`config.mk`:
```
export PLATFORM = sky130hd
export DESIGN_NAME = onion_address_scanner
export DESIGN_NICKNAME = d
export VERILOG_FILES = /design/src/hw/rtl/oas_pkg.sv /design/src/hw/rtl/oas_regs.sv /design/src/hw/rtl/oas_match.sv /design/src/hw/rtl/oas_outbuf.sv /design/src/hw/rtl/onion_address_scanner.sv
export SDC_FILE = /design/constraint.sdc
export NUM_CORES = 1
export LEC_CHECK = 0
export CORE_UTILIZATION = 65
export CTS_CLUSTER_DIAMETER = 30
export CTS_CLUSTER_SIZE = 8
export DETAILED_ROUTE_END_ITERATION = 16
export DONT_BUFFER_PORTS = 1
export GPL_TIMING_DRIVEN = 0
export PLACE_DENSITY = 0.9
export SLEW_MARGIN = 30
export SYNTH_ARGS = -nofsm -noshare
export SYNTH_HDL_FRONTEND = slang
export SYNTH_SLANG_ARGS = --single-unit
```
`constraint.sdc`:
```
create_clock -name clk_i -period 9.5 [get_ports clk_i]
set_input_delay 0.95 -clock clk_i [delete_from_list [all_inputs] [get_ports clk_i]]
set_output_delay 0.95 -clock clk_i [all_outputs]
set_load 0.05 [all_outputs]
```
`src/hw/rtl/oas_pkg.sv`:
```
`default_nettype none

package oas_pkg;

  localparam int unsigned MatchStartW = 32;
  localparam int unsigned MatchLenW   = 7;
  localparam int unsigned LabelW      = 6;
  localparam int unsigned ProgW       = 3;
  localparam int unsigned AddrW       = 3;
  localparam int unsigned DataW       = 32;

  localparam logic [7:0]           CharDot    = 8'h2E;
  localparam logic [7:0]           CharUpperA = 8'h41;
  localparam logic [7:0]           CharUpperZ = 8'h5A;
  localparam logic [7:0]           CharLowerA = 8'h61;
  localparam logic [7:0]           CharLowerZ = 8'h7A;
  localparam logic [7:0]           CharTwo    = 8'h32;
  localparam logic [7:0]           CharSeven  = 8'h37;
  localparam logic [7:0]           CaseBit    = 8'h20;
  localparam logic [LabelW-1:0]    RunMax     = 6'd63;
  localparam logic [MatchLenW-1:0] SuffixLen  = 7'd6;

  localparam logic [ProgW-1:0] ProgNone = 3'd0;
  localparam logic [ProgW-1:0] ProgDot  = 3'd1;
  localparam logic [ProgW-1:0] ProgLast = 3'd5;

  localparam logic RegMinLabel = 1'b0;
  localparam logic RegMaxLabel = 1'b1;

  localparam logic [LabelW-1:0] MinLabelReset = 6'd16;
  localparam logic [LabelW-1:0] MaxLabelReset = 6'd56;

  typedef struct packed {
    logic [7:0] text_byte;
    logic       doc_first;
  } in_item_t;

  typedef struct packed {
    logic [MatchStartW-1:0] match_start;
    logic [MatchLenW-1:0]   match_length;
  } out_item_t;

  typedef struct packed {
    logic [LabelW-1:0] min_label_len;
    logic [LabelW-1:0] max_label_len;
  } cfg_t;

  // Expected letter of ".onion" for a given suffix progress value.
  function automatic logic [7:0] suffix_letter(input logic [ProgW-1:0] prog);
    logic [7:0] letter;
    case (prog)
      3'd1:    letter = 8'h6F;
      3'd2:    letter = 8'h6E;
      3'd3:    letter = 8'h69;
      3'd4:    letter = 8'h6F;
      3'd5:    letter = 8'h6E;
      default: letter = 8'h00;
    endcase
    return letter;
  endfunction

endpackage

`default_nettype wire

```
`src/hw/rtl/oas_regs.sv`:
```
`default_nettype none

module oas_regs (
  input  wire                        clk_i,
  input  wire                        rst_ni,
  input  wire                        psel,
  input  wire                        penable,
  input  wire                        pwrite,
  input  wire  [oas_pkg::AddrW-1:0]  paddr,
  input  wire  [oas_pkg::DataW-1:0]  pwdata,
  output logic [oas_pkg::DataW-1:0]  prdata,
  output logic                       pready,
  output oas_pkg::cfg_t              cfg_o
);
  import oas_pkg::*;

  logic [LabelW-1:0] min_q, min_d;
  logic [LabelW-1:0] max_q, max_d;
  logic              wr_en;
  logic              reg_sel;

  assign pready  = 1'b1;
  assign wr_en   = psel && penable && pwrite;
  assign reg_sel = paddr[2];

  always_comb begin
    min_d = min_q;
    max_d = max_q;
    if (wr_en) begin
      case (reg_sel)
        RegMinLabel: min_d = pwdata[LabelW-1:0];
        RegMaxLabel: max_d = pwdata[LabelW-1:0];
        default:     min_d = min_q;
      endcase
    end
  end

  always_ff @(posedge clk_i or negedge rst_ni) begin
    if (!rst_ni) begin
      min_q <= MinLabelReset;
      max_q <= MaxLabelReset;
    end else begin
      min_q <= min_d;
      max_q <= max_d;
    end
  end

  always_comb begin
    case (reg_sel)
      RegMinLabel: prdata = {{(DataW-LabelW){1'b0}}, min_q};
      RegMaxLabel: prdata = {{(DataW-LabelW){1'b0}}, max_q};
      default:     prdata = '0;
    endcase
  end

  assign cfg_o.min_label_len = min_q;
  assign cfg_o.max_label_len = max_q;

endmodule

`default_nettype wire

```
`src/hw/rtl/oas_match.sv`:
```
`default_nettype none

module oas_match #(
  parameter int unsigned OFFSET_BITS = 32
) (
  input  wire                 clk_i,
  input  wire                 rst_ni,
  input  oas_pkg::cfg_t       cfg_i,
  input  wire                 in_valid_i,
  output logic                in_ready_o,
  input  oas_pkg::in_item_t   in_item_i,
  input  wire                 res_free_i,
  output logic                res_valid_o,
  output oas_pkg::out_item_t  res_item_o
);
  import oas_pkg::*;

  in_item_t                s1_q;
  logic                    s1_valid_q;
  logic                    fire;

  logic [OFFSET_BITS-1:0]  offset_q, offset_d;
  logic [OFFSET_BITS-1:0]  dot_q, dot_d;
  logic [LabelW-1:0]       run_q, run_d;
  logic [LabelW-1:0]       capt_q, capt_d;
  logic [ProgW-1:0]        prog_q, prog_d;

  logic [OFFSET_BITS-1:0]  here;
  logic [OFFSET_BITS-1:0]  dot_cur;
  logic [LabelW-1:0]       run_cur;
  logic [LabelW-1:0]       capt_cur;
  logic [ProgW-1:0]        prog_cur;
  logic [7:0]              ch;
  logic                    base32;
  logic                    prog_ok;
  logic                    letter_ok;
  logic                    hit;
  logic [LabelW-1:0]       label;
  logic [OFFSET_BITS-1:0]  start_full;
  logic [OFFSET_BITS+MatchStartW-1:0] start_ext;

  // The input register moves on whenever the result side can take a result.
  assign fire       = s1_valid_q && res_free_i;
  assign in_ready_o = !s1_valid_q || res_free_i;

  always_ff @(posedge clk_i or negedge rst_ni) begin
    if (!rst_ni) begin
      s1_valid_q <= 1'b0;
    end else if (in_ready_o) begin
      s1_valid_q <= in_valid_i;
    end
  end

  always_ff @(posedge clk_i) begin
    if (in_ready_o && in_valid_i) begin
      s1_q <= in_item_i;
    end
  end

  always_comb begin
    here     = s1_q.doc_first ? '0 : offset_q;
    dot_cur  = s1_q.doc_first ? '0 : dot_q;
    run_cur  = s1_q.doc_first ? '0 : run_q;
    capt_cur = s1_q.doc_first ? '0 : capt_q;
    prog_cur = s1_q.doc_first ? ProgNone : prog_q;

    ch = s1_q.text_byte;
    if (ch >= CharUpperA && ch <= CharUpperZ) begin
      ch = ch | CaseBit;
    end
    base32 = (ch >= CharLowerA && ch <= CharLowerZ) || (ch >= CharTwo && ch <= CharSeven);

    prog_ok   = (prog_cur >= ProgDot) && (prog_cur <= ProgLast);
    letter_ok = prog_ok && (ch == suffix_letter(prog_cur));
    hit       = letter_ok && (prog_cur == ProgLast);

    label      = (capt_cur > cfg_i.max_label_len) ? cfg_i.max_label_len : capt_cur;
    start_full = dot_cur - OFFSET_BITS'(label);
    start_ext  = {{MatchStartW{1'b0}}, start_full};

    offset_d = here + OFFSET_BITS'(1);
    run_d    = run_cur;
    capt_d   = capt_cur;
    dot_d    = dot_cur;
    prog_d   = prog_cur;

    if (hit) begin
      run_d  = '0;
      prog_d = ProgNone;
    end else begin
      prog_d = letter_ok ? prog_cur + ProgW'(1) : ProgNone;
      if (base32) begin
        if (run_cur != RunMax) begin
          run_d = run_cur + LabelW'(1);
        end
      end else begin
        if (ch == CharDot && run_cur >= cfg_i.min_label_len &&
            cfg_i.max_label_len >= cfg_i.min_label_len) begin
          capt_d = run_cur;
          dot_d  = here;
          prog_d = ProgDot;
        end
        run_d = '0;
      end
    end
  end

  always_ff @(posedge clk_i or negedge rst_ni) begin
    if (!rst_ni) begin
      offset_q <= '0;
      dot_q    <= '0;
      run_q    <= '0;
      capt_q   <= '0;
      prog_q   <= ProgNone;
    end else if (fire) begin
      offset_q <= offset_d;
      dot_q    <= dot_d;
      run_q    <= run_d;
      capt_q   <= capt_d;
      prog_q   <= prog_d;
    end
  end

  assign res_valid_o             = fire && hit;
  assign res_item_o.match_start  = start_ext[MatchStartW-1:0];
  assign res_item_o.match_length = {1'b0, label} + SuffixLen;

  a_prog_range: assert property (@(posedge clk_i) disable iff (!rst_ni)
    prog_q <= ProgLast)
    else $error("suffix progress out of range");

  a_first_offset: assert property (@(posedge clk_i) disable iff (!rst_ni)
    fire && s1_q.doc_first |=> offset_q == OFFSET_BITS'(1))
    else $error("document start did not restart the offset");

  a_match_clears: assert property (@(posedge clk_i) disable iff (!rst_ni)
    res_valid_o |=> run_q == '0 && prog_q == ProgNone)
    else $error("matcher not cleared after a match");

  a_len_bound: assert property (@(posedge clk_i) disable iff (!rst_ni)
    res_valid_o |-> res_item_o.match_length <= {1'b0, cfg_i.max_label_len} + SuffixLen)
    else $error("match length above the configured maximum");

endmodule

`default_nettype wire

```
`src/hw/rtl/oas_outbuf.sv`:
```
`default_nettype none

module oas_outbuf (
  input  wire                 clk_i,
  input  wire                 rst_ni,
  input  wire                 res_valid_i,
  input  oas_pkg::out_item_t  res_item_i,
  output logic                res_free_o,
  output logic                out_valid_o,
  input  wire                 out_ready_i,
  output oas_pkg::out_item_t  out_item_o
);
  import oas_pkg::*;

  logic      valid_q;
  out_item_t item_q;

  assign res_free_o  = !valid_q || out_ready_i;
  assign out_valid_o = valid_q;
  assign out_item_o  = item_q;

  always_ff @(posedge clk_i or negedge rst_ni) begin
    if (!rst_ni) begin
      valid_q <= 1'b0;
    end else if (res_free_o) begin
      valid_q <= res_valid_i;
    end
  end

  always_ff @(posedge clk_i) begin
    if (res_free_o && res_valid_i) begin
      item_q <= res_item_i;
    end
  end

endmodule

`default_nettype wire

```
`src/hw/rtl/onion_address_scanner.sv`:
```
// Finds addresses of the form [a-z2-7]{min,max}.onion, letters in either
// case, in a byte stream and reports the start offset and total length of
// each match. One byte item is accepted per clock cycle while the result
// register is empty or out_ready_i is high. A match passes the input
// register, the combinational matcher and the result register, in that
// order. Raising doc_first with a byte restarts the offset and matcher at
// that byte. Configuration registers are min_label_len at address 0 and
// max_label_len at address 4; write them only while no item is in flight.
`default_nettype none

module onion_address_scanner #(
  parameter int unsigned OFFSET_BITS = 32
) (
  input  wire                        clk_i,
  input  wire                        rst_ni,
  input  wire                        psel,
  input  wire                        penable,
  input  wire                        pwrite,
  input  wire  [oas_pkg::AddrW-1:0]  paddr,
  input  wire  [oas_pkg::DataW-1:0]  pwdata,
  output logic [oas_pkg::DataW-1:0]  prdata,
  output logic                       pready,
  input  wire                        in_valid_i,
  output logic                       in_ready_o,
  input  oas_pkg::in_item_t          in_item_i,
  output logic                       out_valid_o,
  input  wire                        out_ready_i,
  output oas_pkg::out_item_t         out_item_o
);
  import oas_pkg::*;

  cfg_t      cfg;
  logic      res_valid;
  logic      res_free;
  out_item_t res_item;

  oas_regs u_regs (
    .clk_i   (clk_i),
    .rst_ni  (rst_ni),
    .psel    (psel),
    .penable (penable),
    .pwrite  (pwrite),
    .paddr   (paddr),
    .pwdata  (pwdata),
    .prdata  (prdata),
    .pready  (pready),
    .cfg_o   (cfg)
  );

  oas_match #(
    .OFFSET_BITS (OFFSET_BITS)
  ) u_match (
    .clk_i       (clk_i),
    .rst_ni      (rst_ni),
    .cfg_i       (cfg),
    .in_valid_i  (in_valid_i),
    .in_ready_o  (in_ready_o),
    .in_item_i   (in_item_i),
    .res_free_i  (res_free),
    .res_valid_o (res_valid),
    .res_item_o  (res_item)
  );

  oas_outbuf u_outbuf (
    .clk_i       (clk_i),
    .rst_ni      (rst_ni),
    .res_valid_i (res_valid),
    .res_item_i  (res_item),
    .res_free_o  (res_free),
    .out_valid_o (out_valid_o),
    .out_ready_i (out_ready_i),
    .out_item_o  (out_item_o)
  );

endmodule

`default_nettype wire
```
[Yosys cells after proc, flatten, opt, wreduce, memory -nomap -nowiden]
Cells that the tools add are included.
Word-level totals
  bits in registers: 141
  latch bits: 0
  RAM bits: 0
  bits in read-only memories: 0
  input port bits: 51
  output and inout port bits: 74
  memories kept: 0
Cells by class
  add/subtract/negate cells: 5
  multipliers: 0
  divide/modulo/power cells: 0
  order comparisons: 11
  eq/ne operators: 8
  shift operators: 0
  muxes and demuxes: 22
  bitwise gates (word level): 1
  reductions and logical operators: 23
Operators by type and width (count)
  $mux 32: 5
  $pmux 32 s2: 1
  $mux 6: 10
  $add 32x1->32 const B: 1
  $sub 32x6->32: 1
  $pmux 7 s3: 1
  $ge 8x7->1 const B: 2
  $le 8x7->1 const B: 2
  $mux 3: 5
  $logic_and 1x1->1: 14
  $ge 6x6->1: 2
  $eq 8x6->1 const B: 1
  $eq 8x7->1: 1
  $ge 8x6->1 const B: 1
  $le 8x6->1 const B: 1
  $add 6x3->7 const B: 1
  $add 6x1->6 const B: 1
  $eq 3x2->1 const B: 2
  $eq 3x3->1 const B: 2
  $gt 6x6->1: 1
  $ne 6x6->1 const B: 1
  $reduce_and 2->1: 2
  $reduce_or 2->1: 2
  $add 3x1->3 const B: 1
  other kinds (6): 9

[Logic depth before layout (Yosys ltp)]
  word-level depth: 10
  gate-level depth with buffers: 24
  gate-level depth less buffers: 19

[Modules after synthesis]
A second synthesis with hierarchy kept.
Unflattened totals
  cells, all modules: 885
  area total of the unflattened synthesis: 8444.3 µm²
By module, submodules not included
  oas_match: times used 1, cells an instance 780, area an instance 6453.7 µm², sequential area each 2272.2 µm²
  oas_outbuf: times used 1, cells an instance 43, area an instance 1224.9 µm², sequential area each 1196.1 µm²
  oas_regs: times used 1, cells an instance 62, area an instance 765.7 µm², sequential area each 305.3 µm²

[Least setup slack after synthesis]
No wires, ideal clock.
  path type: reg2reg
  from: register u_match.s1_q[0] (netlist bit)
  to: register u_outbuf.item_q, in the netlist u_outbuf.out_item_o[17] (data pin)
  setup time: 272 ps
  data arrival time: 4450 ps
  setup slack: 4778 ps
  stages on the path, launching flop included: 23
  clock period less this slack: 4722 ps
  cell sequence: edfxtp_1 > buf_4 > clkbuf_1 > buf_1 > clkbuf_1 > nor2b_1 > ha_1 > and3_1 > or2_1 > nor3_2 > nor3_4 > buf_2 > nand2_1 > o21ai_0 > ha_1 > inv_1 > ha_1 > a31oi_1 > a221o_1 > a311o_1 > nand2_1 > clkbuf_1 > o21ai_0
RTL lines
  start: declaration: RTL line oas_match.sv:18  | in_item_t s1_q;
  start signal: assignment: RTL line oas_match.sv:56  | s1_q <= in_item_i;
  end signal: assignment: RTL line oas_outbuf.sv:32  | item_q <= res_item_i;
  end: declaration: RTL line oas_outbuf.sv:16  | out_item_t item_q;

==> metrics.cfg <==
[global_routing]
grt_overflow = 0
busiest_layer = met2
use_met2 = 0.545
grt_max_degree = 94
antenna_found_initial = 0
grt_pass1_wl_um = 35400
grt_use_total = 0.355
grtUsageMet3 = 0.0912
grt_pass1_vias = 6914
grt.met1_usage = 0.455

[placed_design]
preCtsSetupSlack_ps = 3320
place_congestion = 0.906
portBuffers = 0
hpwl_um = 14300

[timing]
worst_slew_pin_slew_ps = 970
setup_viol = 0
slew_headroom = 0.349
setup_slack_ps = 2720
clock_skew_ps = 8.99
fin_crit_sh = 0.713
finalMaxSlewViolations = 0
tns_ps = 0
fmax_ghz = 0.148
grt_setup_unrepaired = false
period_minus_slack_ps = 6780
hold_viol = 0

[clocking]
cts_resized = 0
clock-sinks = 141
path_clk_slew_ps = 60
htree_levels = 4
cts_setup_buffers = 0
insertion_delay_ps = 430
cts_root_buf = clkbuf_16
numCtsBuffers = 17
cts_tree = yes
clockBufferDepth = 2
cts_hold_buffers = 0

[logic_synthesis]
syn-cell-area_um2 = 8270
postSynthAreaPerCell_um2 = 9.45
synth-edff-count = 48
synthFlopType = dfrtp_1
synth_seq_cells = 141
ys_seq_area_frac = 0.457
syn_inst = 875
yosys_warnings = 0
synth_cell_types = 74
postSynth.asyncResetShare = 0.660

[die]
core_um2 = 12200
rows = 40
dieArea_um2 = 13200
pin_count = 125
dieHeight_um = 115
die_width_um = 115
start_util = 0.677

[setup_path]
path_max_fanout = 10
cp-end-kind = flop
reg2regPathDepth = 22
start_kind = flop
cp.required_ps = 9700
worstPathArrival_ps = 6970
path_class = flop to flop

[routing]
dr.pass1.iters = 6
vias = 7232
wl_um = 21900
avgViaCountPerCell = 6.57
remaining_drc_errors = 0
drt-initial-drc-count = 1189
wl_per_cell_um = 19.9
ant_nets = 0

[power_and_ir_drop]
p_leak_nw = 3.69
p_total_mw = 1.89
power_density_nw_per_um2 = 206
max-vdd-ir-drop_mv = 0.145

[cells_and_area]
utilization = 0.753
final_net_count = 996
antenna_cells = 0
fillers = 793
drive_gt1_frac = 0.108
area_growth_pct = 11.3

[flow_run]
drv_cap = 0

[hold_path]
hp-class = primary input to async pin

[outcome]
outcome = complete, no violations

path summary, 6_finish.rpt:
kind                                       from                       to  slack, ps
worst max-delay path            u_match.s1_q[0]  u_outbuf.out_item_o[25]       2720
worst min-delay path                     rst_ni          u_regs.min_q[5]        210
worst max register to register  u_match.s1_q[0]  u_outbuf.out_item_o[25]       2720
worst min register to register  u_regs.min_q[3]          u_regs.min_q[3]        510
max in group asynchronous                rst_ni          u_regs.max_q[3]       9080
min in group clk_i              u_regs.min_q[3]          u_regs.min_q[3]        510
placed cells by master, fill, tap and decap left out, types with 5 or more instances in the layout:
| cell type | n |
|---|---|
| nor3b_1 | 5 |
| o22ai_1 | 18 |
| conb_1 | 27 |
| and3_1 | 7 |
| dfrtp_1 | 89 |
| xor2_1 | 24 |
| and2_1 | 6 |
| buf_1 | 6 |
| or2_2 | 5 |
| or3_1 | 9 |
| nor2_1 | 58 |
| mux2_2 | 14 |
| clkbuf_16 | 19 |
| nor3_1 | 19 |
| edfxtp_1 | 48 |
| o21ai_0 | 55 |
| xnor2_1 | 22 |
| a21oi_1 | 37 |
| inv_1 | 38 |
| nand2b_1 | 11 |
| clkbuf_1 | 35 |
| a211o_1 | 5 |
| o21ai_1 | 8 |
| nand3_1 | 23 |
| mux2i_1 | 7 |
| nand4_1 | 9 |
| a21o_1 | 6 |
| buf_4 | 30 |
| nor2b_1 | 21 |
| o32ai_1 | 8 |
| a31oi_1 | 12 |
| ha_1 | 25 |
| a22oi_1 | 39 |
| nand2_1 | 101 |
where the power goes:
group | leakage, nW | total, mW | switching, mW | internal (mW)
logic | 1.73 | 0.484 | 0.309 | 0.175
registers | 1.68 | 0.744 | 0.0541 | 0.689
clock network | 0.285 | 0.665 | 0.267 | 0.398
total | 3.69 | 1.89 | 0.630 | 1.26
cells by family after synthesis:
group	Yosys count	share of synthesized area
flops	141	0.457
other cells	2	0.000909
mux	21	0.0276
fa+ha+maj	26	0.0391
xor+xnor	46	0.0487
simple gates	299	0.178
compound gates	227	0.182
buf+inv	113	0.0663
layout make-up:
| cell class | instances | area, um2 | area share |
|---|---|---|---|
| Buffer | 75 | 405 | 0.0441 |
| Clock buffer | 20 | 489 | 0.0532 |
| Clock inverter | 12 | 108 | 0.0117 |
| Inverter | 38 | 143 | 0.0155 |
| Multi-Input combinational cell | 646 | 4050 | 0.440 |
| Sequential cell | 141 | 3770 | 0.410 |
| Tap cell | 168 | 210 | 0.0228 |
| Timing Repair Buffer | 1 | 27.5 | 0.00299 |
metal layers:
metal | vias up | wire length [um]
li1 | 3198 | -
met1 | 3345 | 8250
met2 | 577 | 10200
met4 | 0 | 952
met3 | 112 | 2480
met5 | - | 0
flip-flops by register name (all words and copies together), names as in the netlist:
register and cells:
u_regs.min_q 6, u_match.run_q 6, u_match.s1_valid_q 1, u_outbuf.out_item_o 39, u_match.capt_q 6, u_match.prog_q 3, u_match.offset_q 32, u_match.dot_q 32
u_match.s1_q 9, u_regs.max_q 6, u_outbuf.out_valid_o 1
per-stage QoR:
step	hold WS, ps	area, um2	std cells
final	209	9200	1101
after CTS	207	9200	1101
after global routing	209	9200	1101
after global placement	476	8570	1068
after floorplan	462	8360	900
after detailed placement	499	8600	1069
critical path: stages (launching register included):
cell and delay [ps]:
edfxtp_1 330, buf_4 200, clkbuf_1 520, buf_1 610
clkbuf_1 600, nor2b_1 140, ha_1 380, and3_1 190
or2_1 230, o22ai_2 150, nor3_4 310, buf_2 310
o21ai_0 220, ha_1 290, inv_1 120, ha_1 160
a31oi_1 70, a221o_1 320, a311o_1 420, nand2_1 190
buf_2 290, nor2_1 80, o32ai_1 360
cells in the mapped netlist, types with 4 or more instances:
cell type  count  share of area
a211o_1        5         0.0053
a21o_1         6         0.0054
a21oi_1       37          0.022
a22oi_1       39          0.035
a31oi_1       12         0.0091
and2_1         6         0.0045
and3_1         7         0.0053
buf_1          6         0.0027
buf_4         30          0.027
clkbuf_1      35          0.016
dfrtp_1       89           0.27
dfstp_2        4          0.013
edfxtp_1      48           0.17
ha_1          25          0.038
inv_1         38          0.017
mux2_2        14          0.019
mux2i_1        7         0.0085
nand2_1      101          0.046
nand2b_1      11         0.0083
nand3_1       23          0.014
nand3b_1       4         0.0036
nand4_1        9         0.0068
nor2_1        59          0.027
nor2b_1       21          0.016
nor3_1        19          0.012
nor3b_1        5         0.0045
nor4_1         4         0.0030
o21ai_0       60          0.036
o22ai_1       18          0.014
o311ai_0       4         0.0042
o32ai_1        8         0.0085
or2_2          5         0.0038
or3_1          9         0.0068
xnor2_1       22          0.023
xor2_1        24          0.025
(Power assumes the default switching activity.)
